<file path="config.mk">
export PLATFORM = sky130hd
export DESIGN_NAME = usb_host_controller_registers_flat
export DESIGN_NICKNAME = d
export VERILOG_FILES = /design/src/rtl/uhcr_pkg.sv /design/src/rtl/uhcr_if.sv /design/src/rtl/uhcr_in_reg.sv /design/src/rtl/uhcr_regfile.sv /design/src/rtl/uhcr_out_reg.sv /design/src/rtl/usb_host_controller_registers.sv /design/src/flat_wrapper.sv
export SDC_FILE = /design/constraint.sdc
export NUM_CORES = 1
export LEC_CHECK = 0
export BUFFER_PORTS_ARGS = -buffer_cell sky130_fd_sc_hd__buf_2
export CORE_ASPECT_RATIO = 0.5
export CORE_MARGIN = 3
export CORE_UTILIZATION = 44
export CTS_BUF_LIST = sky130_fd_sc_hd__clkbuf_4 sky130_fd_sc_hd__clkbuf_8
export DETAILED_ROUTE_END_ITERATION = 12
export GPL_TIMING_DRIVEN = 0
export PLACE_DENSITY_LB_ADDON = 0.1
export REMOVE_ABC_BUFFERS = 1
export SLEW_MARGIN = 0
export SYNTH_ARGS = -nofsm -noshare
export SYNTH_HDL_FRONTEND = slang
export SYNTH_SLANG_ARGS = --single-unit
</file>
<file path="constraint.sdc">
create_clock -name clk_i -period 4.54 [get_ports clk_i]
set_input_delay 0.908 -clock clk_i [delete_from_list [all_inputs] [get_ports clk_i]]
set_output_delay 0.908 -clock clk_i [all_outputs]
set_load 0.1 [all_outputs]
</file>
<file path="src/rtl/uhcr_pkg.sv">
// uhcr_pkg: shared types, codes and constants of the UHCI register file.
// No dependencies; the input register, register file, result register and top level import this package.
package uhcr_pkg;

  localparam int unsigned PORT_COUNT_DEF = 2;
  localparam int unsigned MAX_PORTS      = 8;

  // transaction kinds
  typedef enum logic [2:0] {
    KIND_READ   = 3'd0,
    KIND_WRITE  = 3'd1,
    KIND_TICK   = 3'd2,
    KIND_ATTACH = 3'd3,
    KIND_DETACH = 3'd4,
    KIND_ERROR  = 3'd5
  } kind_e;

  // access sizes; any other code acts as long
  localparam logic [1:0] SIZE_BYTE = 2'd0;
  localparam logic [1:0] SIZE_WORD = 2'd1;

  // io window offsets
  localparam logic [4:0] OFF_CMD    = 5'h00;
  localparam logic [4:0] OFF_STS    = 5'h02;
  localparam logic [4:0] OFF_INTR   = 5'h04;
  localparam logic [4:0] OFF_FRNUM  = 5'h06;
  localparam logic [4:0] OFF_FLBASE = 5'h08;
  localparam logic [4:0] OFF_SOF    = 5'h0c;
  localparam logic [4:0] OFF_PORTSC = 5'h10;

  // command bits
  localparam int CMD_RS      = 0;
  localparam int CMD_HCRESET = 1;
  localparam int CMD_GRESET  = 2;
  localparam int CMD_EGSM    = 3;
  localparam int CMD_FGR     = 4;

  // status bits
  localparam int ST_USBINT = 0;
  localparam int ST_USBERR = 1;
  localparam int ST_RD     = 2;
  localparam int ST_HSERR  = 3;
  localparam int ST_HCPERR = 4;
  localparam int ST_HALTED = 5;

  // port status/control bits
  localparam int PC_CCS   = 0;
  localparam int PC_CSC   = 1;
  localparam int PC_EN    = 2;
  localparam int PC_ENC   = 3;
  localparam int PC_LSDA  = 8;
  localparam int PC_RESET = 9;

  localparam logic [15:0] PC_RESET_VAL = 16'h0080;
  localparam logic [15:0] PC_KEEP_MASK = 16'h01fb;
  localparam logic [15:0] PC_W1C_MASK  = 16'h000a;
  localparam logic [7:0]  SOF_RESET    = 8'd64;

  localparam logic [31:0] UNMAPPED_BYTE = 32'h0000_00ff;
  localparam logic [31:0] UNMAPPED_WORD = 32'h0000_ff7f;
  localparam logic [31:0] UNMAPPED_LONG = 32'hffff_ffff;

  // port messages
  localparam logic [1:0] MSG_NONE     = 2'd0;
  localparam logic [1:0] MSG_ATTACH   = 2'd1;
  localparam logic [1:0] MSG_DETACH   = 2'd2;
  localparam logic [1:0] MSG_REATTACH = 2'd3;

  typedef struct packed {
    logic [2:0]  kind;
    logic [1:0]  access_size;
    logic [4:0]  offset;
    logic [31:0] wdata;
    logic        port;
    logic        low_speed;
    logic [1:0]  frame_ints;
    logic [1:0]  err_flags;
  } item_t;

  typedef struct packed {
    logic [31:0] rdata;
    logic        irq_level;
    logic [1:0]  reset_ports;
    logic [1:0]  port_msg;
    logic        frame_start;
    logic [31:0] frame_ptr;
  } result_t;

  function automatic logic irq_calc(logic [1:0] hint, logic [15:0] inten, logic [5:0] sts);
    irq_calc = (hint[0] && inten[2]) || (hint[1] && inten[3]) ||
               (sts[ST_USBERR] && inten[0]) || (sts[ST_RD] && inten[1]) ||
               sts[ST_HSERR] || sts[ST_HCPERR];
  endfunction

endpackage

</file>
<file path="src/rtl/uhcr_if.sv">
// uhcr_in_if / uhcr_out_if: valid/ready channels of the UHCI register file.
// Standalone; field widths follow the transaction formats.
interface uhcr_in_if;
  logic        valid;
  logic        ready;
  logic [2:0]  kind;
  logic [1:0]  access_size;
  logic [4:0]  offset;
  logic [31:0] wdata;
  logic        port;
  logic        low_speed;
  logic [1:0]  frame_ints;
  logic [1:0]  err_flags;

  modport source (output valid, kind, access_size, offset, wdata, port, low_speed,
                  frame_ints, err_flags, input ready);
  modport sink   (input valid, kind, access_size, offset, wdata, port, low_speed,
                  frame_ints, err_flags, output ready);
endinterface

interface uhcr_out_if;
  logic        valid;
  logic        ready;
  logic [31:0] rdata;
  logic        irq_level;
  logic [1:0]  reset_ports;
  logic [1:0]  port_msg;
  logic        frame_start;
  logic [31:0] frame_ptr;

  modport source (output valid, rdata, irq_level, reset_ports, port_msg, frame_start,
                  frame_ptr, input ready);
  modport sink   (input valid, rdata, irq_level, reset_ports, port_msg, frame_start,
                  frame_ptr, output ready);
endinterface

</file>
<file path="src/rtl/uhcr_in_reg.sv">
// uhcr_in_reg: input register of the UHCI register file.
// Depends on uhcr_pkg and uhcr_in_if.
module uhcr_in_reg (
  input  logic            clk_i,
  input  logic            rst_ni,
  uhcr_in_if.sink         in_i,
  input  logic            take_i,
  output logic            valid_o,
  output uhcr_pkg::item_t item_o
);
  import uhcr_pkg::*;

  logic  valid_q;
  item_t item_q;

  assign in_i.ready = !valid_q || take_i;
  assign valid_o    = valid_q;
  assign item_o     = item_q;

  always_ff @(posedge clk_i or negedge rst_ni) begin
    if (!rst_ni) begin
      valid_q <= 1'b0;
    end else if (in_i.ready) begin
      valid_q <= in_i.valid;
    end
  end

  always_ff @(posedge clk_i) begin
    if (in_i.valid && in_i.ready) begin
      item_q <= '{kind: in_i.kind, access_size: in_i.access_size, offset: in_i.offset,
                  wdata: in_i.wdata, port: in_i.port, low_speed: in_i.low_speed,
                  frame_ints: in_i.frame_ints, err_flags: in_i.err_flags};
    end
  end

endmodule

</file>
<file path="src/rtl/uhcr_regfile.sv">
// uhcr_regfile: architectural registers and the single-pass update logic.
// Depends on uhcr_pkg.
module uhcr_regfile #(
  parameter int unsigned PORT_COUNT = uhcr_pkg::PORT_COUNT_DEF
) (
  input  logic              clk_i,
  input  logic              rst_ni,
  input  logic              fire_i,
  input  uhcr_pkg::item_t   item_i,
  output uhcr_pkg::result_t res_o
);
  import uhcr_pkg::*;

  logic [15:0] cmd_q, cmd_d;
  logic [5:0]  sts_q, sts_d;
  logic [1:0]  hint_q, hint_d;
  logic [15:0] inten_q, inten_d;
  logic [10:0] frnum_q, frnum_d;
  logic [19:0] flbase_q, flbase_d;
  logic [7:0]  sof_q, sof_d;
  logic [15:0] pc_q [PORT_COUNT];
  logic [15:0] pc_d [PORT_COUNT];
  logic [PORT_COUNT-1:0] present_q, present_d;
  logic [PORT_COUNT-1:0] low_q, low_d;
  logic        running_q, running_d;
  logic        irq_q, irq_d;

  always_comb begin
    logic [15:0]          val;
    logic [15:0]          c;
    logic [MAX_PORTS-1:0] rst_mask;
    logic [1:0]           msg;
    logic [31:0]          rdata;
    logic                 fstart;
    logic [31:0]          faddr;
    logic                 upd;
    logic                 creset;

    cmd_d     = cmd_q;
    sts_d     = sts_q;
    hint_d    = hint_q;
    inten_d   = inten_q;
    frnum_d   = frnum_q;
    flbase_d  = flbase_q;
    sof_d     = sof_q;
    pc_d      = pc_q;
    present_d = present_q;
    low_d     = low_q;
    running_d = running_q;
    val       = item_i.wdata[15:0];
    c         = '0;
    rst_mask  = '0;
    msg       = MSG_NONE;
    rdata     = '0;
    fstart    = 1'b0;
    faddr     = '0;
    upd       = 1'b0;
    creset    = 1'b0;

    case (kind_e'(item_i.kind))
      KIND_READ: begin
        case (item_i.access_size)
          SIZE_BYTE: rdata = (item_i.offset == OFF_SOF) ? {24'd0, sof_q} : UNMAPPED_BYTE;
          SIZE_WORD: begin
            rdata = UNMAPPED_WORD;
            case (item_i.offset)
              OFF_CMD:   rdata = {16'd0, cmd_q};
              OFF_STS:   rdata = {26'd0, sts_q};
              OFF_INTR:  rdata = {16'd0, inten_q};
              OFF_FRNUM: rdata = {21'd0, frnum_q};
              default: begin
                for (int n = 0; n < PORT_COUNT; n++) begin
                  if (item_i.offset >= OFF_PORTSC && int'(item_i.offset[3:1]) == n) begin
                    rdata = {16'd0, pc_q[n]};
                  end
                end
              end
            endcase
          end
          default: rdata = (item_i.offset == OFF_FLBASE) ? {flbase_q, 12'd0} : UNMAPPED_LONG;
        endcase
      end

      KIND_WRITE: begin
        case (item_i.access_size)
          SIZE_BYTE: begin
            if (item_i.offset == OFF_SOF) sof_d = item_i.wdata[7:0];
          end
          SIZE_WORD: begin
            case (item_i.offset)
              OFF_CMD: begin
                if (val[CMD_RS] && !cmd_q[CMD_RS]) begin
                  running_d         = 1'b1;
                  sts_d[ST_HALTED]  = 1'b0;
                end else if (!val[CMD_RS]) begin
                  sts_d[ST_HALTED]  = 1'b1;
                end
                if (val[CMD_GRESET]) begin
                  for (int n = 0; n < PORT_COUNT; n++) rst_mask[n] = present_q[n];
                  creset = 1'b1;
                end else if (val[CMD_HCRESET]) begin
                  creset = 1'b1;
                end else begin
                  cmd_d = val;
                end
              end
              OFF_STS: begin
                sts_d = sts_q & ~val[5:0];
                if (val[ST_USBINT]) hint_d = '0;
                upd = 1'b1;
              end
              OFF_INTR: begin
                inten_d = val;
                upd     = 1'b1;
              end
              OFF_FRNUM: begin
                if (sts_q[ST_HALTED]) frnum_d = val[10:0];
              end
              default: begin
                for (int n = 0; n < PORT_COUNT; n++) begin
                  if (item_i.offset >= OFF_PORTSC && int'(item_i.offset[3:1]) == n) begin
                    if (present_q[n] && val[PC_RESET] && !pc_q[n][PC_RESET]) rst_mask[n] = 1'b1;
                    pc_d[n] = ((pc_q[n] & PC_KEEP_MASK) | (val & ~PC_KEEP_MASK)) &
                              ~(val & PC_W1C_MASK);
                  end
                end
              end
            endcase
          end
          default: begin
            if (item_i.offset == OFF_FLBASE) flbase_d = item_i.wdata[31:12];
          end
        endcase
      end

      KIND_TICK: begin
        if (running_q) begin
          if (!cmd_q[CMD_RS]) begin
            running_d        = 1'b0;
            sts_d[ST_HALTED] = 1'b1;
          end else begin
            if (item_i.frame_ints != 2'd0) begin
              hint_d           = hint_q | item_i.frame_ints;
              sts_d[ST_USBINT] = 1'b1;
              upd              = 1'b1;
            end
            frnum_d = frnum_q + 11'd1;
            fstart  = 1'b1;
            // frame index times four never carries past bit 11
            faddr   = {flbase_q, frnum_d[9:0], 2'b00};
          end
        end
      end

      KIND_ATTACH, KIND_DETACH: begin
        for (int n = 0; n < PORT_COUNT; n++) begin
          if (int'(item_i.port) == n) begin
            c = pc_q[n];
            // detach step: always on detach, on attach only over a present device
            if (kind_e'(item_i.kind) == KIND_DETACH || present_q[n]) begin
              if (c[PC_CCS]) begin
                c[PC_CCS] = 1'b0;
                c[PC_CSC] = 1'b1;
              end
              if (c[PC_EN]) begin
                c[PC_EN]  = 1'b0;
                c[PC_ENC] = 1'b1;
              end
            end
            if (kind_e'(item_i.kind) == KIND_ATTACH) begin
              c[PC_CCS]    = 1'b1;
              c[PC_CSC]    = 1'b1;
              c[PC_LSDA]   = item_i.low_speed;
              present_d[n] = 1'b1;
              low_d[n]     = item_i.low_speed;
              msg          = present_q[n] ? MSG_REATTACH : MSG_ATTACH;
            end else begin
              present_d[n] = 1'b0;
              msg          = present_q[n] ? MSG_DETACH : MSG_NONE;
            end
            pc_d[n] = c;
            // resume signaling while in global suspend
            if (cmd_q[CMD_EGSM]) begin
              cmd_d[CMD_FGR] = 1'b1;
              sts_d[ST_RD]   = 1'b1;
              upd            = 1'b1;
            end
          end
        end
      end

      KIND_ERROR: begin
        if (item_i.err_flags[0]) sts_d[ST_USBERR] = 1'b1;
        if (item_i.err_flags[1]) sts_d[ST_HCPERR] = 1'b1;
        upd = |item_i.err_flags;
      end

      default: ;
    endcase

    // controller reset keeps frame number, run flag, irq line and devices
    if (creset) begin
      cmd_d    = '0;
      sts_d    = '0;
      hint_d   = '0;
      inten_d  = '0;
      flbase_d = '0;
      sof_d    = SOF_RESET;
      for (int n = 0; n < PORT_COUNT; n++) begin
        pc_d[n] = PC_RESET_VAL;
        if (present_q[n]) begin
          pc_d[n][PC_CCS]  = 1'b1;
          pc_d[n][PC_CSC]  = 1'b1;
          pc_d[n][PC_LSDA] = low_q[n];
          msg              = MSG_REATTACH;
        end
      end
    end

    irq_d = upd ? irq_calc(hint_d, inten_d, sts_d) : irq_q;

    res_o.rdata       = rdata;
    res_o.irq_level   = irq_d;
    res_o.reset_ports = rst_mask[1:0];
    res_o.port_msg    = msg;
    res_o.frame_start = fstart;
    res_o.frame_ptr   = faddr;
  end

  always_ff @(posedge clk_i or negedge rst_ni) begin
    if (!rst_ni) begin
      cmd_q     <= '0;
      sts_q     <= '0;
      hint_q    <= '0;
      inten_q   <= '0;
      frnum_q   <= '0;
      flbase_q  <= '0;
      sof_q     <= SOF_RESET;
      for (int n = 0; n < PORT_COUNT; n++) pc_q[n] <= PC_RESET_VAL;
      present_q <= '0;
      low_q     <= '0;
      running_q <= 1'b0;
      irq_q     <= 1'b0;
    end else if (fire_i) begin
      cmd_q     <= cmd_d;
      sts_q     <= sts_d;
      hint_q    <= hint_d;
      inten_q   <= inten_d;
      frnum_q   <= frnum_d;
      flbase_q  <= flbase_d;
      sof_q     <= sof_d;
      pc_q      <= pc_d;
      present_q <= present_d;
      low_q     <= low_d;
      running_q <= running_d;
      irq_q     <= irq_d;
    end
  end

endmodule

</file>
<file path="src/rtl/uhcr_out_reg.sv">
// uhcr_out_reg: result register of the UHCI register file.
// Depends on uhcr_pkg and uhcr_out_if.
module uhcr_out_reg (
  input  logic              clk_i,
  input  logic              rst_ni,
  input  logic              load_i,
  input  uhcr_pkg::result_t res_i,
  output logic              free_o,
  uhcr_out_if.source        out_o
);
  import uhcr_pkg::*;

  logic    valid_q;
  result_t res_q;

  assign free_o = !valid_q || out_o.ready;

  always_ff @(posedge clk_i or negedge rst_ni) begin
    if (!rst_ni) begin
      valid_q <= 1'b0;
    end else if (load_i) begin
      valid_q <= 1'b1;
    end else if (out_o.ready) begin
      valid_q <= 1'b0;
    end
  end

  always_ff @(posedge clk_i) begin
    if (load_i) begin
      res_q <= res_i;
    end
  end

  assign out_o.valid       = valid_q;
  assign out_o.rdata       = res_q.rdata;
  assign out_o.irq_level   = res_q.irq_level;
  assign out_o.reset_ports = res_q.reset_ports;
  assign out_o.port_msg    = res_q.port_msg;
  assign out_o.frame_start = res_q.frame_start;
  assign out_o.frame_ptr   = res_q.frame_ptr;

endmodule

</file>
<file path="src/rtl/usb_host_controller_registers.sv">
// usb_host_controller_registers: top level of the UHCI register file.
// Depends on uhcr_pkg, uhcr_if, uhcr_in_reg, uhcr_regfile and uhcr_out_reg.
//
// Usage:
//   in_i carries one transaction per handshake: a byte/word/long bus read or
//   write to the 32-byte io window, a frame tick, a root port attach or
//   detach, or an error report. out_o returns exactly one result per input
//   transaction, in order: read data, the interrupt line level, port bus
//   reset mask, attach/detach message and the frame-start address.
//   An accepted transaction waits in the input register until the result
//   register is free; the register file then updates and the result is
//   registered, and out_o.valid stays high until the result is taken.
//   Throughput: one transaction per cycle while out_o.ready is high, set by
//   the single-pass update from the input register to the result register.
//   Stall: while out_o.ready is low the result holds, the input register
//   keeps one more transaction, and in_i.ready drops once both are full.
//   Reset (rst_ni low, asynchronous): both stages empty, the architectural registers take
//   their power-on values (SOF timing 64, port control 0x0080, no devices).
//   PORT_COUNT (1 to 8) sets the number of root ports; ports at or above it
//   read as unmapped and ignore attach and detach.
module usb_host_controller_registers #(
  parameter int unsigned PORT_COUNT = uhcr_pkg::PORT_COUNT_DEF
) (
  input  logic       clk_i,
  input  logic       rst_ni,
  uhcr_in_if.sink    in_i,
  uhcr_out_if.source out_o
);
  import uhcr_pkg::*;

  logic    item_valid;
  item_t   item;
  logic    out_free;
  logic    fire;
  result_t res;

  // a transaction moves through the register file when the result slot is free
  assign fire = item_valid && out_free;

  uhcr_in_reg u_in_reg (
    .clk_i   (clk_i),
    .rst_ni  (rst_ni),
    .in_i    (in_i),
    .take_i  (fire),
    .valid_o (item_valid),
    .item_o  (item)
  );

  uhcr_regfile #(
    .PORT_COUNT (PORT_COUNT)
  ) u_regfile (
    .clk_i  (clk_i),
    .rst_ni (rst_ni),
    .fire_i (fire),
    .item_i (item),
    .res_o  (res)
  );

  uhcr_out_reg u_out_reg (
    .clk_i  (clk_i),
    .rst_ni (rst_ni),
    .load_i (fire),
    .res_i  (res),
    .free_o (out_free),
    .out_o  (out_o)
  );

endmodule

</file>
<file path="src/flat_wrapper.sv">
// flat-port wrapper written by rule: the top's interface ports become plain ports
module usb_host_controller_registers_flat import uhcr_pkg::*;
#(
  parameter int unsigned PORT_COUNT = uhcr_pkg::PORT_COUNT_DEF
)
  (clk_i, rst_ni, in_i_valid, in_i_kind, in_i_access_size, in_i_offset, in_i_wdata, in_i_port, in_i_low_speed, in_i_frame_ints, in_i_err_flags, in_i_ready, out_o_valid, out_o_rdata, out_o_irq_level, out_o_reset_ports, out_o_port_msg, out_o_frame_start, out_o_frame_ptr, out_o_ready);
  uhcr_in_if in_i_i ();
  uhcr_out_if out_o_i ();
  input  logic clk_i;
  input  logic rst_ni;
  input wire logic [$bits(in_i_i.valid)-1:0] in_i_valid;
  input wire logic [$bits(in_i_i.kind)-1:0] in_i_kind;
  input wire logic [$bits(in_i_i.access_size)-1:0] in_i_access_size;
  input wire logic [$bits(in_i_i.offset)-1:0] in_i_offset;
  input wire logic [$bits(in_i_i.wdata)-1:0] in_i_wdata;
  input wire logic [$bits(in_i_i.port)-1:0] in_i_port;
  input wire logic [$bits(in_i_i.low_speed)-1:0] in_i_low_speed;
  input wire logic [$bits(in_i_i.frame_ints)-1:0] in_i_frame_ints;
  input wire logic [$bits(in_i_i.err_flags)-1:0] in_i_err_flags;
  output wire logic [$bits(in_i_i.ready)-1:0] in_i_ready;
  output wire logic [$bits(out_o_i.valid)-1:0] out_o_valid;
  output wire logic [$bits(out_o_i.rdata)-1:0] out_o_rdata;
  output wire logic [$bits(out_o_i.irq_level)-1:0] out_o_irq_level;
  output wire logic [$bits(out_o_i.reset_ports)-1:0] out_o_reset_ports;
  output wire logic [$bits(out_o_i.port_msg)-1:0] out_o_port_msg;
  output wire logic [$bits(out_o_i.frame_start)-1:0] out_o_frame_start;
  output wire logic [$bits(out_o_i.frame_ptr)-1:0] out_o_frame_ptr;
  input wire logic [$bits(out_o_i.ready)-1:0] out_o_ready;
  assign in_i_i.valid = in_i_valid;
  assign in_i_i.kind = in_i_kind;
  assign in_i_i.access_size = in_i_access_size;
  assign in_i_i.offset = in_i_offset;
  assign in_i_i.wdata = in_i_wdata;
  assign in_i_i.port = in_i_port;
  assign in_i_i.low_speed = in_i_low_speed;
  assign in_i_i.frame_ints = in_i_frame_ints;
  assign in_i_i.err_flags = in_i_err_flags;
  assign in_i_ready = in_i_i.ready;
  assign out_o_valid = out_o_i.valid;
  assign out_o_rdata = out_o_i.rdata;
  assign out_o_irq_level = out_o_i.irq_level;
  assign out_o_reset_ports = out_o_i.reset_ports;
  assign out_o_port_msg = out_o_i.port_msg;
  assign out_o_frame_start = out_o_i.frame_start;
  assign out_o_frame_ptr = out_o_i.frame_ptr;
  assign out_o_i.ready = out_o_ready;
  usb_host_controller_registers #(.PORT_COUNT(PORT_COUNT)) u_core (.clk_i(clk_i), .rst_ni(rst_ni), .in_i(in_i_i), .out_o(out_o_i));
endmodule
</file>
* Word level (Yosys, flattened, before mapping) *
Cells that the tools add are included.

storage, ports and cells
  output and inout bits = 72
  word-level logic and storage cells = 315
  input bits = 52
  flip-flop bits (word level) = 237

cells by class
  bitwise operators = 9
  order comparisons = 1
  add/subtract/negate cells = 1
  equality and inequality tests = 49
  muxes and demuxes = 130
  reductions and logical operators = 79

operators with widths
  cell                                          number
  16-bit 2-to-1 mux                             12
  32-bit 2-to-1 mux                             5
  32-bit one-hot mux with 2 select lines        2
  32-bit one-hot mux with 4 select lines        1
  20-bit 2-to-1 mux                             4
  11-bit 2-to-1 mux                             6
  7-bit AND reduction                           9
  2-bit 2-to-1 mux                              27
  1-bit 2-to-1 mux                              48
  3-bit inequality test, second input constant  15
  8-bit 2-to-1 mux                              5
  16-bit bitwise AND                            2
  9-bit by 16-bit OR with 16-bit output         2
  8-bit AND reduction                           4
  6-bit AND reduction                           4
  2-bit nonzero test                            12
  11-bit one-hot mux with 2 select lines        1
  4-bit AND reduction                           5
  9-bit 2-to-1 mux                              2
  4-bit inequality test, second input constant  4
  4-bit inverter with 16-bit output             1
  1-bit one-hot mux with 2 select lines         8
  2-bit inequality test, second input constant  7
  1-bit logical AND                             13
  other kinds (34)                              70

* Depth between registers and ports, before layout *
Gate-level depths: netlist of run 1.

  word-level depth = 13
  gate-level depth with buffers = 9
  depth with buffers taken out = 7

* Hierarchy *
Synthesis of run 1 repeated with hierarchy kept, for this count alone.

second synthesis, totals
  cells, all modules = 846
  area total of the unflattened synthesis = 10062.2 µm²

by module, submodules not included
  module                         cells each  instances  area each (µm²)  seq. area each (µm²)
  uhcr_regfile                   720         1          6411.1           2731.4
  uhcr_out_reg                   73          1          2149.6           2127.0
  uhcr_in_reg                    52          1          1495.2           1466.4
  usb_host_controller_registers  1           1          6.3              0.0

* Worst setup path after synthesis of run 1 *
No wires, ideal clock.

  kind = input -> register
  start = input out_o_ready
  end = register u_core.u_out_reg.res_q (netlist bit u_core.u_out_reg.out_o.frame_ptr[10]) (enable)
  required time = 4081 ps
  path slack = 419 ps
  path buffers = 2
  cell stages on the path = 5
  arrival = 3663 ps
  library setup time = 459 ps
  path through = nand2b_1 nand2_1 clkinv_1 clkbuf_1 clkbuf_1

between the ends
  longest elaborated chain between the ends = 2

ends and longest elaborated chain
  what                    RTL line                             source
  start: declaration      flat_wrapper.sv:28                   input wire logic [$bits(out_o_i.ready)-1:0] out_o_ready;
  1-bit logical OR        uhcr_out_reg.sv:16                   assign free_o = !valid_q || out_o.ready;
  1-bit logical AND       usb_host_controller_registers.sv:38  assign fire = item_valid && out_free;
  via u_core.fire         usb_host_controller_registers.sv:34  logic fire;
  end signal: assignment  uhcr_out_reg.sv:30                   res_q <= res_i;
  end: declaration        uhcr_out_reg.sv:14                   result_t res_q;

The timed path passes the listed nets, and every way through them passes these cells.
A chain may end at the register's enable or synchronous reset.

* Worst setup path after layout of run 1 *
  start = register u_core.u_in_reg.item_q (netlist bit u_core.u_in_reg.item_o[47])
  end = register u_core.u_regfile.cmd_q[6]

between the ends
  longest elaborated chain between the ends = 4
  elaborated cells on any way between the ends = 9
  those cells by class = 3 x eq/ne; 2 x mux; 4 x reduce/logical

ends and longest elaborated chain
  what                                                                          RTL line             source
  start: declaration                                                            uhcr_in_reg.sv:14    item_t item_q;
  start signal: assignment                                                      uhcr_in_reg.sv:30    item_q <= '{kind: in_i.kind, access_size: in_i.access_size, offset: in_i.offset,
  3-bit by 1-bit equality test with 1-bit output (*)                            uhcr_regfile.sv:60   case (kind_e'(item_i.kind))
  1-bit 2-to-1 mux                                                              uhcr_regfile.sv:60
  2-bit inequality test (no line) / 2-bit nonzero test (equally long branches)  n/a
  6-bit AND reduction (no line)                                                 n/a
  end signal: assignment                                                        uhcr_regfile.sv:245  cmd_q <= cmd_d;
  end: declaration                                                              uhcr_regfile.sv:14   logic [15:0] cmd_q, cmd_d;

Mark *: on every way between the ends. The rest lies on a longest branch, timed or not.

==> results of run 1 <==
routing by layer:
layer  GRT usage, %  part of all wire [%]  up-vias
li1               -                     -     3477
met1           30.8                    47     3557
met2           32.2                    44      277
met3           4.45                   7.4       48
met4           4.86                   2.0        0
met5              0                     0        -
power breakdown:
group	switching, W	leakage, nW	internal, W
Combinational	0.000541	1.84	0.000141
Sequential	0.000109	2.64	0.00233
Clock	0.000826	0.361	0.000880
Total	0.00148	4.85	0.00335
worst max-delay path by stage:
stage                                              to                    startpoint  cells past startpoint  slack, ns
after floorplan            u_core.u_regfile.cmd_q[10]  u_core.u_out_reg.out_o.valid                      6      -0.37
after global placement      u_core.u_regfile.cmd_q[9]                   out_o_ready                      7      -2.59
after detailed placement    u_core.u_regfile.cmd_q[8]                   out_o_ready                      7       0.28
after CTS                 u_core.u_regfile.frnum_q[0]    u_core.u_in_reg.item_o[45]                      7       0.53
after global routing       u_core.u_regfile.cmd_q[11]    u_core.u_in_reg.item_o[45]                      5       0.46
final                       u_core.u_regfile.cmd_q[6]    u_core.u_in_reg.item_o[47]                      5       0.69
registers in the layout (all words and copies together) (netlist names), 2 cells and up:
| signal | count |
|---|---|
| u_core.u_out_reg.out_o.reset_ports | 2 |
| u_core.u_in_reg.item_o | 48 |
| u_core.u_regfile.cmd_q | 14 |
| u_core.u_regfile.low_q | 2 |
| u_core.u_out_reg.out_o.port_msg | 2 |
| u_core.u_out_reg.out_o.rdata | 32 |
| u_core.u_regfile.pc_q | 26 |
| u_core.u_regfile.inten_q | 16 |
| u_core.u_out_reg.out_o.frame_ptr | 30 |
| u_core.u_regfile.sts_q | 6 |
| u_core.u_regfile.hint_q | 2 |
| u_core.u_regfile.present_q | 2 |
| u_core.u_regfile.frnum_q | 11 |
| u_core.u_regfile.sof_q | 8 |
| u_core.u_regfile.flbase_q | 20 |
kinds of logic after synthesis:
kind of cell,Yosys count,share of synthesized area [%]
xor+xnor,9,0.804
flops,227,63.9
simple gates,351,16.2
buf+inv,65,2.67
other cells,1,0.0382
fa+ha+maj,1,0.128
mux,10,1.10
compound gates,235,15.2
Yosys cell counts (9+ instances only):
cell type  count  area (sq um)
o21ai_0       90           450
a222oi_1       9          90.1
and2_1        26           163
a22o_1        12           105
nor3_1        10          50.1
nand3_1       29           145
o22ai_1       11          68.8
a31oi_1       13          81.3
nand2_1      150           563
dfrtp_1      108          2700
nor2_1        92           345
a21oi_1       42           210
o31ai_1        9          67.6
nand2b_1      11          68.8
edfxtp_1     116          3480
clkbuf_1      44           165
stage by stage:
| stage | TNS, ns | worst slack (ns) | power, W | utilization (%) |
|---|---|---|---|---|
| 5_1_grt | 0 | 0.462 | 0.00502 | 53.9 |
| 4_1_cts | 0 | 0.535 | 0.00486 | 53.8 |
| 3_3_place_gp | -236.13 | -2.59 | 0.00314 | 49.8 |
| 2_1_floorplan | -4.63 | -0.367 | 0.00296 | - |
| 6_report | 0 | 0.692 | 0.00482 | 53.9 |
| 3_5_place_dp | 0 | 0.278 | 0.00316 | 50.5 |
final cells by class:
type / count / area, sq um / share of cell area (%)
Sequential cell: 227 / 6260 / 54.8
Clock buffer: 48 / 611 / 5.35
Tap cell: 292 / 365 / 3.20
Inverter: 9 / 38.8 / 0.340
Timing Repair Buffer: 129 / 736 / 6.44
Clock inverter: 16 / 78.8 / 0.690
Multi-Input combinational cell: 608 / 3330 / 29.1
worst max-delay path, stage by stage, from the launching register on:
cell and delay (ns):
edfxtp_1 0.55, or3b_1 0.55, nor2_1 0.84, nand3_1 0.98, nor2_1 0.67, a22o_1 0.20
==> results.cfg, run 1 <==
[timing]
timing.slew.headroom_pct = 14.1
finClkSkew_ns = 0.0272
grt_setup_unrepaired = no
maxSlewViolCount = 0
setup_viol = 0
max_slew.worst_pin.slew_ns = 1.28
maxClockFrequency_mhz = 260
final_hold_viol_count = 0
crit_path_time_final_ns = 3.85
holdWs_ns = 0.263
min_period_over_period_pct = 84.8

[cells_and_area]
layoutNonFillerInstCount = 1329
final_area_sq_um = 11400
final_net_count = 1063
n_antenna_cell = 0
layout_commonest_cell = nand2_1
layout-drive-gt1-share_pct = 20.5
most-common-layout-cells = nand2_1 (150), buf_2 (120), edfxtp_1 (116)
area_overhead_vs_synth_pct = 16.4
fillerInstances = 1946

[critical_path]
ff2ff_path_depth = 5
worst-r2r-setup-slack_ns = 0.69
setup.worst_path.end_class = flip-flop
critPathRequiredTime_ns = 5.01
critical_path_peak_fanout = 23
critical_path.reg2reg.startpoint = u_core.u_in_reg.item_o[47]
critPathLaunchType = flip-flop
critPathArrivalTime_ns = 4.32
timing.rr.end = u_core.u_regfile.cmd_q[6]
criticalPathCategory = reg -> reg

[synthesis]
synth-edff-count = 116
yosysSeqAreaShare_pct = 63.9
async_reset_ff_share_pct = 48.9
gate_count_of_the_mapped_netlist = 899
syn_area_per_cell_sq_um = 10.9
synth_ff_type = edfxtp_1
ys_ff_latch = 227
synthesis.yosys.warnings = 0
ys_types = 61
synth_area_sq_um = 9810

[floorplanning]
rows = 37
die-area_sq_um = 24200
core-area_sq_um = 21200
fp.dieW_microns = 217
fp.dieH_microns = 112
start_util_pct = 46.3
boundaryPins = 124

[global_routing]
grt_start_max_net_pins = 95
grt.total_usage_pct = 21.0
grt_antenna_before_repair = 0
overflow = 0
grt_first_pass_wirelength_mm = 40.0
first_global_vias = 7275

[clock_tree]
cts.hold.buffers_added = 0
tritoncts = done
cts_repair_resize_count = 0
clk_pin_slew_worst_paths_ns = 0.07
clockRootBuffer = clkbuf_8
numCtsBuffers = 35
clk_latency_ns = 0.54
clock_sink_count = 227
cts_setup_buffers = 0
clock_path_buffers = 3
cts_max_level = 2

[run]
drv.max_cap_violation_count = 0

[placement]
gpl.final_weighted_congestion = 0.879
dpl-instance-area_sq_um = 10700
dp_cells = 1264
hpwl_mm = 16.6
io_buf_count = 121

[route]
route.vias.total = 7359
initial_drc_count = 805
postRouteAntennaNets = 0
postRouteWirelength_mm = 25.2
wl_per_cell_microns = 19.0
remaining_drc_errors = 0
drt_pre_antenna_iters = 7
avgViaCountPerCell = 5.54

[power]
power_density_nw_per_um2 = 422
peakVddDrop_mv = 0.186
leakagePower_nw = 4.85

[outcome]
outcome = complete, no violations

[min_path]
holdCritPathClass = in -> async
(Power assumes the default switching activity.)
==> run 2, diff against run 1 <==
ABC_AREA = 1   (was default)
clock period = 4 ns   (was 4.54 ns; I/O delays follow)
==> run 2 against run 1 <==
Clock skew decreased by 0.0064 ns. Cell count increased by 11%. Non-clock buffer count fell by 5. First-iteration DRC count shrank 20%. Total power grew 30%. Fmax is 6.8% higher. Sequential power increased by 21%. Utilization is 1.2 points lower. Area after synthesis increased by 1.3%. Flip-flop and latch count is the same. Largest cell class unchanged.
==> results.cfg, run 2 <==
[global_routing]
grt_start_max_net_pins = 67
first_global_vias = 7479
grt_antenna_before_repair = 0
overflow = 0
grt_first_pass_wirelength_mm = 39.8
grt.total_usage_pct = 20.8

[timing]
finClkSkew_ns = 0.0208
min_period_over_period_pct = 90.0
final_hold_viol_count = 0
maxClockFrequency_mhz = 278
timing.slew.headroom_pct = 15.5
maxSlewViolCount = 0
finalSetupTns_ns = 0
max_slew.worst_pin.slew_ns = 1.26
setup_viol = 0
crit_path_time_final_ns = 3.60
grt_setup_unrepaired = no

[floorplanning]
rows = 38
die-area_sq_um = 24500
core-area_sq_um = 21900
start_util_pct = 45.4
boundaryPins = 124
fp.dieW_microns = 219
fp.dieH_microns = 112

[cells_and_area]
layout-drive-gt1-share_pct = 19.1
final_net_count = 1198
fillerInstances = 2047
most-common-layout-cells = nand2_1 (238), buf_2 (120), o21ai_0 (118)
layoutNonFillerInstCount = 1473
area_overhead_vs_synth_pct = 16.2
n_antenna_cell = 0
final_util_pct = 52.7
largest_register_ff_count = 48
layout_commonest_cell = nand2_1

[critical_path]
setup.worst_path.end_class = flip-flop
critPathLaunchType = flip-flop
criticalPathCategory = reg -> reg
critPathArrivalTime_ns = 3.98
critical_path.reg2reg.startpoint = u_core.u_in_reg.item_o[41]
timing.rr.end = u_core.u_regfile.pc_q[13]
critical_path_peak_fanout = 24
critPathRequiredTime_ns = 4.38
ff2ff_path_depth = 8
worst-r2r-setup-slack_ns = 0.40

[route]
postRouteWirelength_mm = 25.2
route.vias.total = 7636
wl_per_cell_microns = 17.1
postRouteAntennaNets = 0
avgViaCountPerCell = 5.18
drt_pre_antenna_iters = 6
remaining_drc_errors = 0
initial_drc_count = 642

[synthesis]
async_reset_ff_share_pct = 48.9
ys_ff_latch = 227
synth_top_cells_by_count = nand2_1 (238), o21ai_0 (118), edfxtp_1 (116)
ys_types = 44
gate_count_of_the_mapped_netlist = 1018
synthesis.yosys.warnings = 0
netlist.top_cell.by_area = edfxtp_1
syn_area_per_cell_sq_um = 9.77
synth_area_sq_um = 9940
yosysSeqAreaShare_pct = 63.0
synth-edff-count = 116
ys_top_cells_by_area = edfxtp_1 (35%), dfrtp_1 (27%), nand2_1 (9.0%)
post-synth-top-count-cell = nand2_1
synth_top_area_share_pct = 35.0
synth_ff_type = edfxtp_1

[placement]
dp_cells = 1406
hpwl_mm = 16.9
gpl.final_weighted_congestion = 0.873
io_buf_count = 121

[clock_tree]
clock_path_buffers = 3
clk_latency_ns = 0.54
clk_pin_slew_worst_paths_ns = 0.07
cts_setup_buffers = 0
cts_repair_resize_count = 0
numCtsBuffers = 36
clockRootBuffer = clkbuf_8
cts.hold.buffers_added = 0
cts_max_level = 2
clock_sink_count = 227
tritoncts = done

[power]
net-switching-power_w = 0.00216
peakVddDrop_mv = 0.223
power_density_nw_per_um2 = 541
power.share.sequential_pct = 47.2
p_clk_share_pct = 31.3
share_comb_of_total_power_pct = 21.6
leakagePower_nw = 5.10
internal_power_w = 0.00409
power.share.switching_pct = 34.5

[outcome]
outcome = complete, no violations

[run]
drv.max_cap_violation_count = 0

[min_path]
holdCritPathClass = in -> async
## run 2: cell types whose count changed in the layout (fill, tap and decap cells not counted), sizes merged, moves of 9 or more
| cell | before | now |
|---|---|---|
| nand2 | 150 | 243 |
| nand3 | 29 | 44 |
| and2 | 26 | 0 |
| nand2b | 11 | 0 |
| a222oi | 9 | 0 |
| o31ai | 9 | 21 |
| o21ai | 93 | 139 |
| inv | 9 | 115 |
| a21oi | 42 | 17 |
## run 2: routing by layer
layer  track usage, %  vias to the layer above  routed length [microns]  share of wire [%]
met5                0                        -                        0                  0
met1             29.4                     3639                    11600                 46
li1                 -                     3705                        -                  -
met3             5.06                       34                     1880                7.5
met2             32.4                      258                    11300                 45
met4             5.38                        0                      389                1.5
## run 2: worst max-delay path, cell delays in order, from the launching register on
cell and delay, ns:
edfxtp_1 0.46, inv_1 0.13, nand2_1 0.12, nor2_2 0.73, nand4_4 0.67, inv_1 0.63, o21ai_1 0.44, nand2_1 0.16
o21ai_0 0.10
## run 2: per-stage QoR
| step | instance area (sq um) | total power (W) | hold slack [ns] | setup WS [ns] |
|---|---|---|---|---|
| after floorplan | 9750 | 0.00401 | 0.433 | 0.180 |
| after global placement | 10700 | 0.00430 | 0.443 | -0.999 |
| after detailed placement | 10800 | 0.00434 | 0.449 | 0.0715 |
| after CTS | 11500 | 0.00632 | 0.186 | 0.0701 |
| after global routing | 11500 | 0.00658 | 0.189 | 0.184 |
| final | 11500 | 0.00625 | 0.192 | 0.398 |
## run 2: worst max path at each step
stage	from	to	slack [ns]	depth (start not counted)
floorplan	u_core.u_out_reg.out_o.valid	u_core.u_regfile.pc_q[16]	0.18	9
global placement	out_o_ready	u_core.u_regfile.frnum_q[10]	-1.0	11
detailed placement	u_core.u_in_reg.item_o[42]	u_core.u_regfile.pc_q[13]	0.07	8
CTS	u_core.u_in_reg.item_o[42]	u_core.u_regfile.pc_q[13]	0.07	7
global route	u_core.u_in_reg.item_o[42]	u_core.u_regfile.pc_q[31]	0.18	8
finish	u_core.u_in_reg.item_o[41]	u_core.u_regfile.pc_q[13]	0.40	8
## run 2: layout make-up
type | count | area (sq um) | area share, %
multi-input cells | 640 | 3080 | 26.6
clock buffers | 56 | 658 | 5.70
inverters | 116 | 438 | 3.79
clock inverters | 10 | 50.0 | 0.433
flip-flops and latches | 227 | 6260 | 54.2
well taps | 300 | 375 | 3.25
repair buffers | 124 | 687 | 5.95
## run 2: kinds of logic (layout without fill, tap and decap cells)
group                      Yosys count  in the layout  synth area share [%]
AOI/OAI and AO/OA                  233            233                  13.6
adders and majority gates            1              1                 0.126
buffers and inverters              153            306                  6.32
DFF                                227            227                  63.0
other                                1              2                0.0377
and+or+nand+nor                    403            404                  16.9
## run 2: power groups by stage
stage,clock [W],sequential (W),combinational [W]
finish,0.00196,0.00295,0.00135
global route,0.00214,0.00298,0.00146
CTS,0.00202,0.00295,0.00135
detailed placement,0,0.00299,0.00135
global placement,0,0.00300,0.00131
floorplan,0,0.00355,0.000458
==> run 3, diff against run 2 <==
CTS_BUF_LIST = default   (was sky130_fd_sc_hd__clkbuf_4 sky130_fd_sc_hd__clkbuf_8)
CTS_CLUSTER_DIAMETER = 50   (was default)
==> run 3 against run 2 <==
Cell count shrank 1.8%. Global-route usage shrank 0.18 points. Fmax shrank 0.69%. Count of clock-buffer cells in the layout shrank 27. Combinational power is essentially flat. Critical path depth is the same. Final area grew 0.34%.
==> results.cfg, run 3 (synthesis gave the netlist of run 2 again) <==
[outcome]
outcome = complete, no violations

[route]
avgViaCountPerCell = 5.28
initial_drc_count = 680
drt_pre_antenna_iters = 5
postRouteWirelength_mm = 25.1
route.vias.total = 7647
wl_per_cell_microns = 17.3
postRouteAntennaNets = 0
remaining_drc_errors = 0

[clock_tree]
cts.hold.buffers_added = 0
clock_path_buffers = 3
numCtsBuffers = 22
clk_latency_ns = 0.52
clk_pin_slew_worst_paths_ns = 0.06
clockRootBuffer = clkbuf_16
cts_max_level = 1
tritoncts = done
clock_sink_count = 227

[global_routing]
overflow = 0
grt_antenna_before_repair = 0
grt.total_usage_pct = 20.6
first_global_vias = 7387
grt_start_max_net_pins = 67
grt_first_pass_wirelength_mm = 39.7

[min_path]
holdCritPathClass = in -> async

[power]
internal_power_w = 0.00431
net-switching-power_w = 0.00216
p_clk_share_pct = 33.6
share_comb_of_total_power_pct = 20.8
power.share.switching_pct = 33.4
peakVddDrop_mv = 0.233
power.share.sequential_pct = 45.6
power_density_nw_per_um2 = 558
leakagePower_nw = 5.08
fin_total_pwr_w = 0.00647

[timing]
grt_setup_unrepaired = no
maxSlewViolCount = 0
max_slew.worst_pin.slew_ns = 1.26
min_period_over_period_pct = 90.7
timing.slew.headroom_pct = 16.0
final_hold_viol_count = 0
holdWs_ns = 0.189
setup_viol = 0
finClkSkew_ns = 0.0169
finalSetupTns_ns = 0
crit_path_time_final_ns = 3.63
maxClockFrequency_mhz = 276

[cells_and_area]
final_net_count = 1184
layout-drive-gt1-share_pct = 17.1
largest_register_ff_count = 48
final_area_sq_um = 11600
n_antenna_cell = 0
ff_latch_area_sq_um = 6260
area_overhead_vs_synth_pct = 16.6
multi_input_area_sq_um = 3080
layout_commonest_cell = nand2_1
most-common-layout-cells = nand2_1 (238), buf_2 (120), o21ai_0 (118)
fillerInstances = 2023

[critical_path]
critPathLaunchType = flip-flop
crit_path_top_delay_cell = nor2_2
critPathArrivalTime_ns = 3.97
timing.critical_path.cells = nor2_4 > nand2_2 > nor2_2 > nand4_4 > inv_1 > o21ai_1 > nand2_1 > o21ai_0
critPathRequiredTime_ns = 4.35
setup.worst_path.end_class = flip-flop
criticalPathCategory = reg -> reg
slowest_delay_ns = 0.70
critical_path_peak_fanout = 24
critical_path.reg2reg.startpoint = u_core.u_in_reg.item_o[42]
worstSetupStartpoint = u_core.u_in_reg.item_o[42]

[floorplanning]
fp.dieH_microns = 112
core-area_sq_um = 21900
boundaryPins = 124
start_util_pct = 45.4
fp.dieW_microns = 219
rows = 38
die-area_sq_um = 24500

[placement]
hpwl_mm = 16.9
io_buf_count = 121
gpl.final_weighted_congestion = 0.873
dpl-instance-area_sq_um = 10800

[run]
drv.max_cap_violation_count = 0
==> run 3: layout make-up <==
type	count	share of cell area, %
timing repair buffer	124	5.93
tap	300	3.24
clock inverter	11	1.20
inverter	116	3.78
multi-input combinational	640	26.5
sequential	227	54.1
clock buffer	29	5.25
==> run 3: layer usage <==
layer  routed length, microns  part of all wire (%)  track usage (%)
met3                     1780                   7.1             4.06
met1                    11500                    46             29.6
met2                    11400                    45             32.8
met4                      405                   1.6             4.56
met5                        0                     0                0
==> run 3: repair_timing <==
action | in CTS | in global routing
gates resized for setup | 0 | 0
setup buffers | 0 | 0
setup endpoints to repair | 0 | 14
==> run 3: critical path: cells and delay by family (launching register included) <==
| family | cells | cell delay (ns) |
|---|---|---|
| buffers and inverters | 1 | 0.63 |
| AND/OR/NAND/NOR | 5 | 1.82 |
| flip-flops | 1 | 0.46 |
| AO/OA/AOI/OAI | 2 | 0.54 |
==> run 3: stage by stage <==
step,setup WS [ns],instances,util [%]
after global placement,-0.999,1403,49.0
final,0.373,1447,52.9
after floorplan,0.180,982,-
after detailed placement,0.0715,1406,49.4
after CTS,0.0330,1446,52.8
after global routing,0.172,1447,52.9
==> run 3: worst paths after layout <==
check	end	slack [ns]	cells after the start
max in group asynchronous	u_core.u_regfile.sof_q[6]	3.07	2
setup reg to reg	u_core.u_regfile.pc_q[13]	0.37	8
hold reg to reg	u_core.u_regfile.pc_q[23]	0.46	2
setup / recovery	u_core.u_regfile.pc_q[13]	0.37	8
min in group clk_i	u_core.u_in_reg.item_o[46]	0.45	1
hold / removal	u_core.u_regfile.low_q[0]	0.19	1
==> run 3: power by group through the flow <==
stage	sequential (W)	clock [W]	combinational (W)
after floorplan	0.00355	0	0.000458
after global placement	0.00300	0	0.00131
after detailed placement	0.00299	0	0.00135
after CTS	0.00294	0.00222	0.00135
after global routing	0.00298	0.00231	0.00146
final	0.00295	0.00217	0.00135
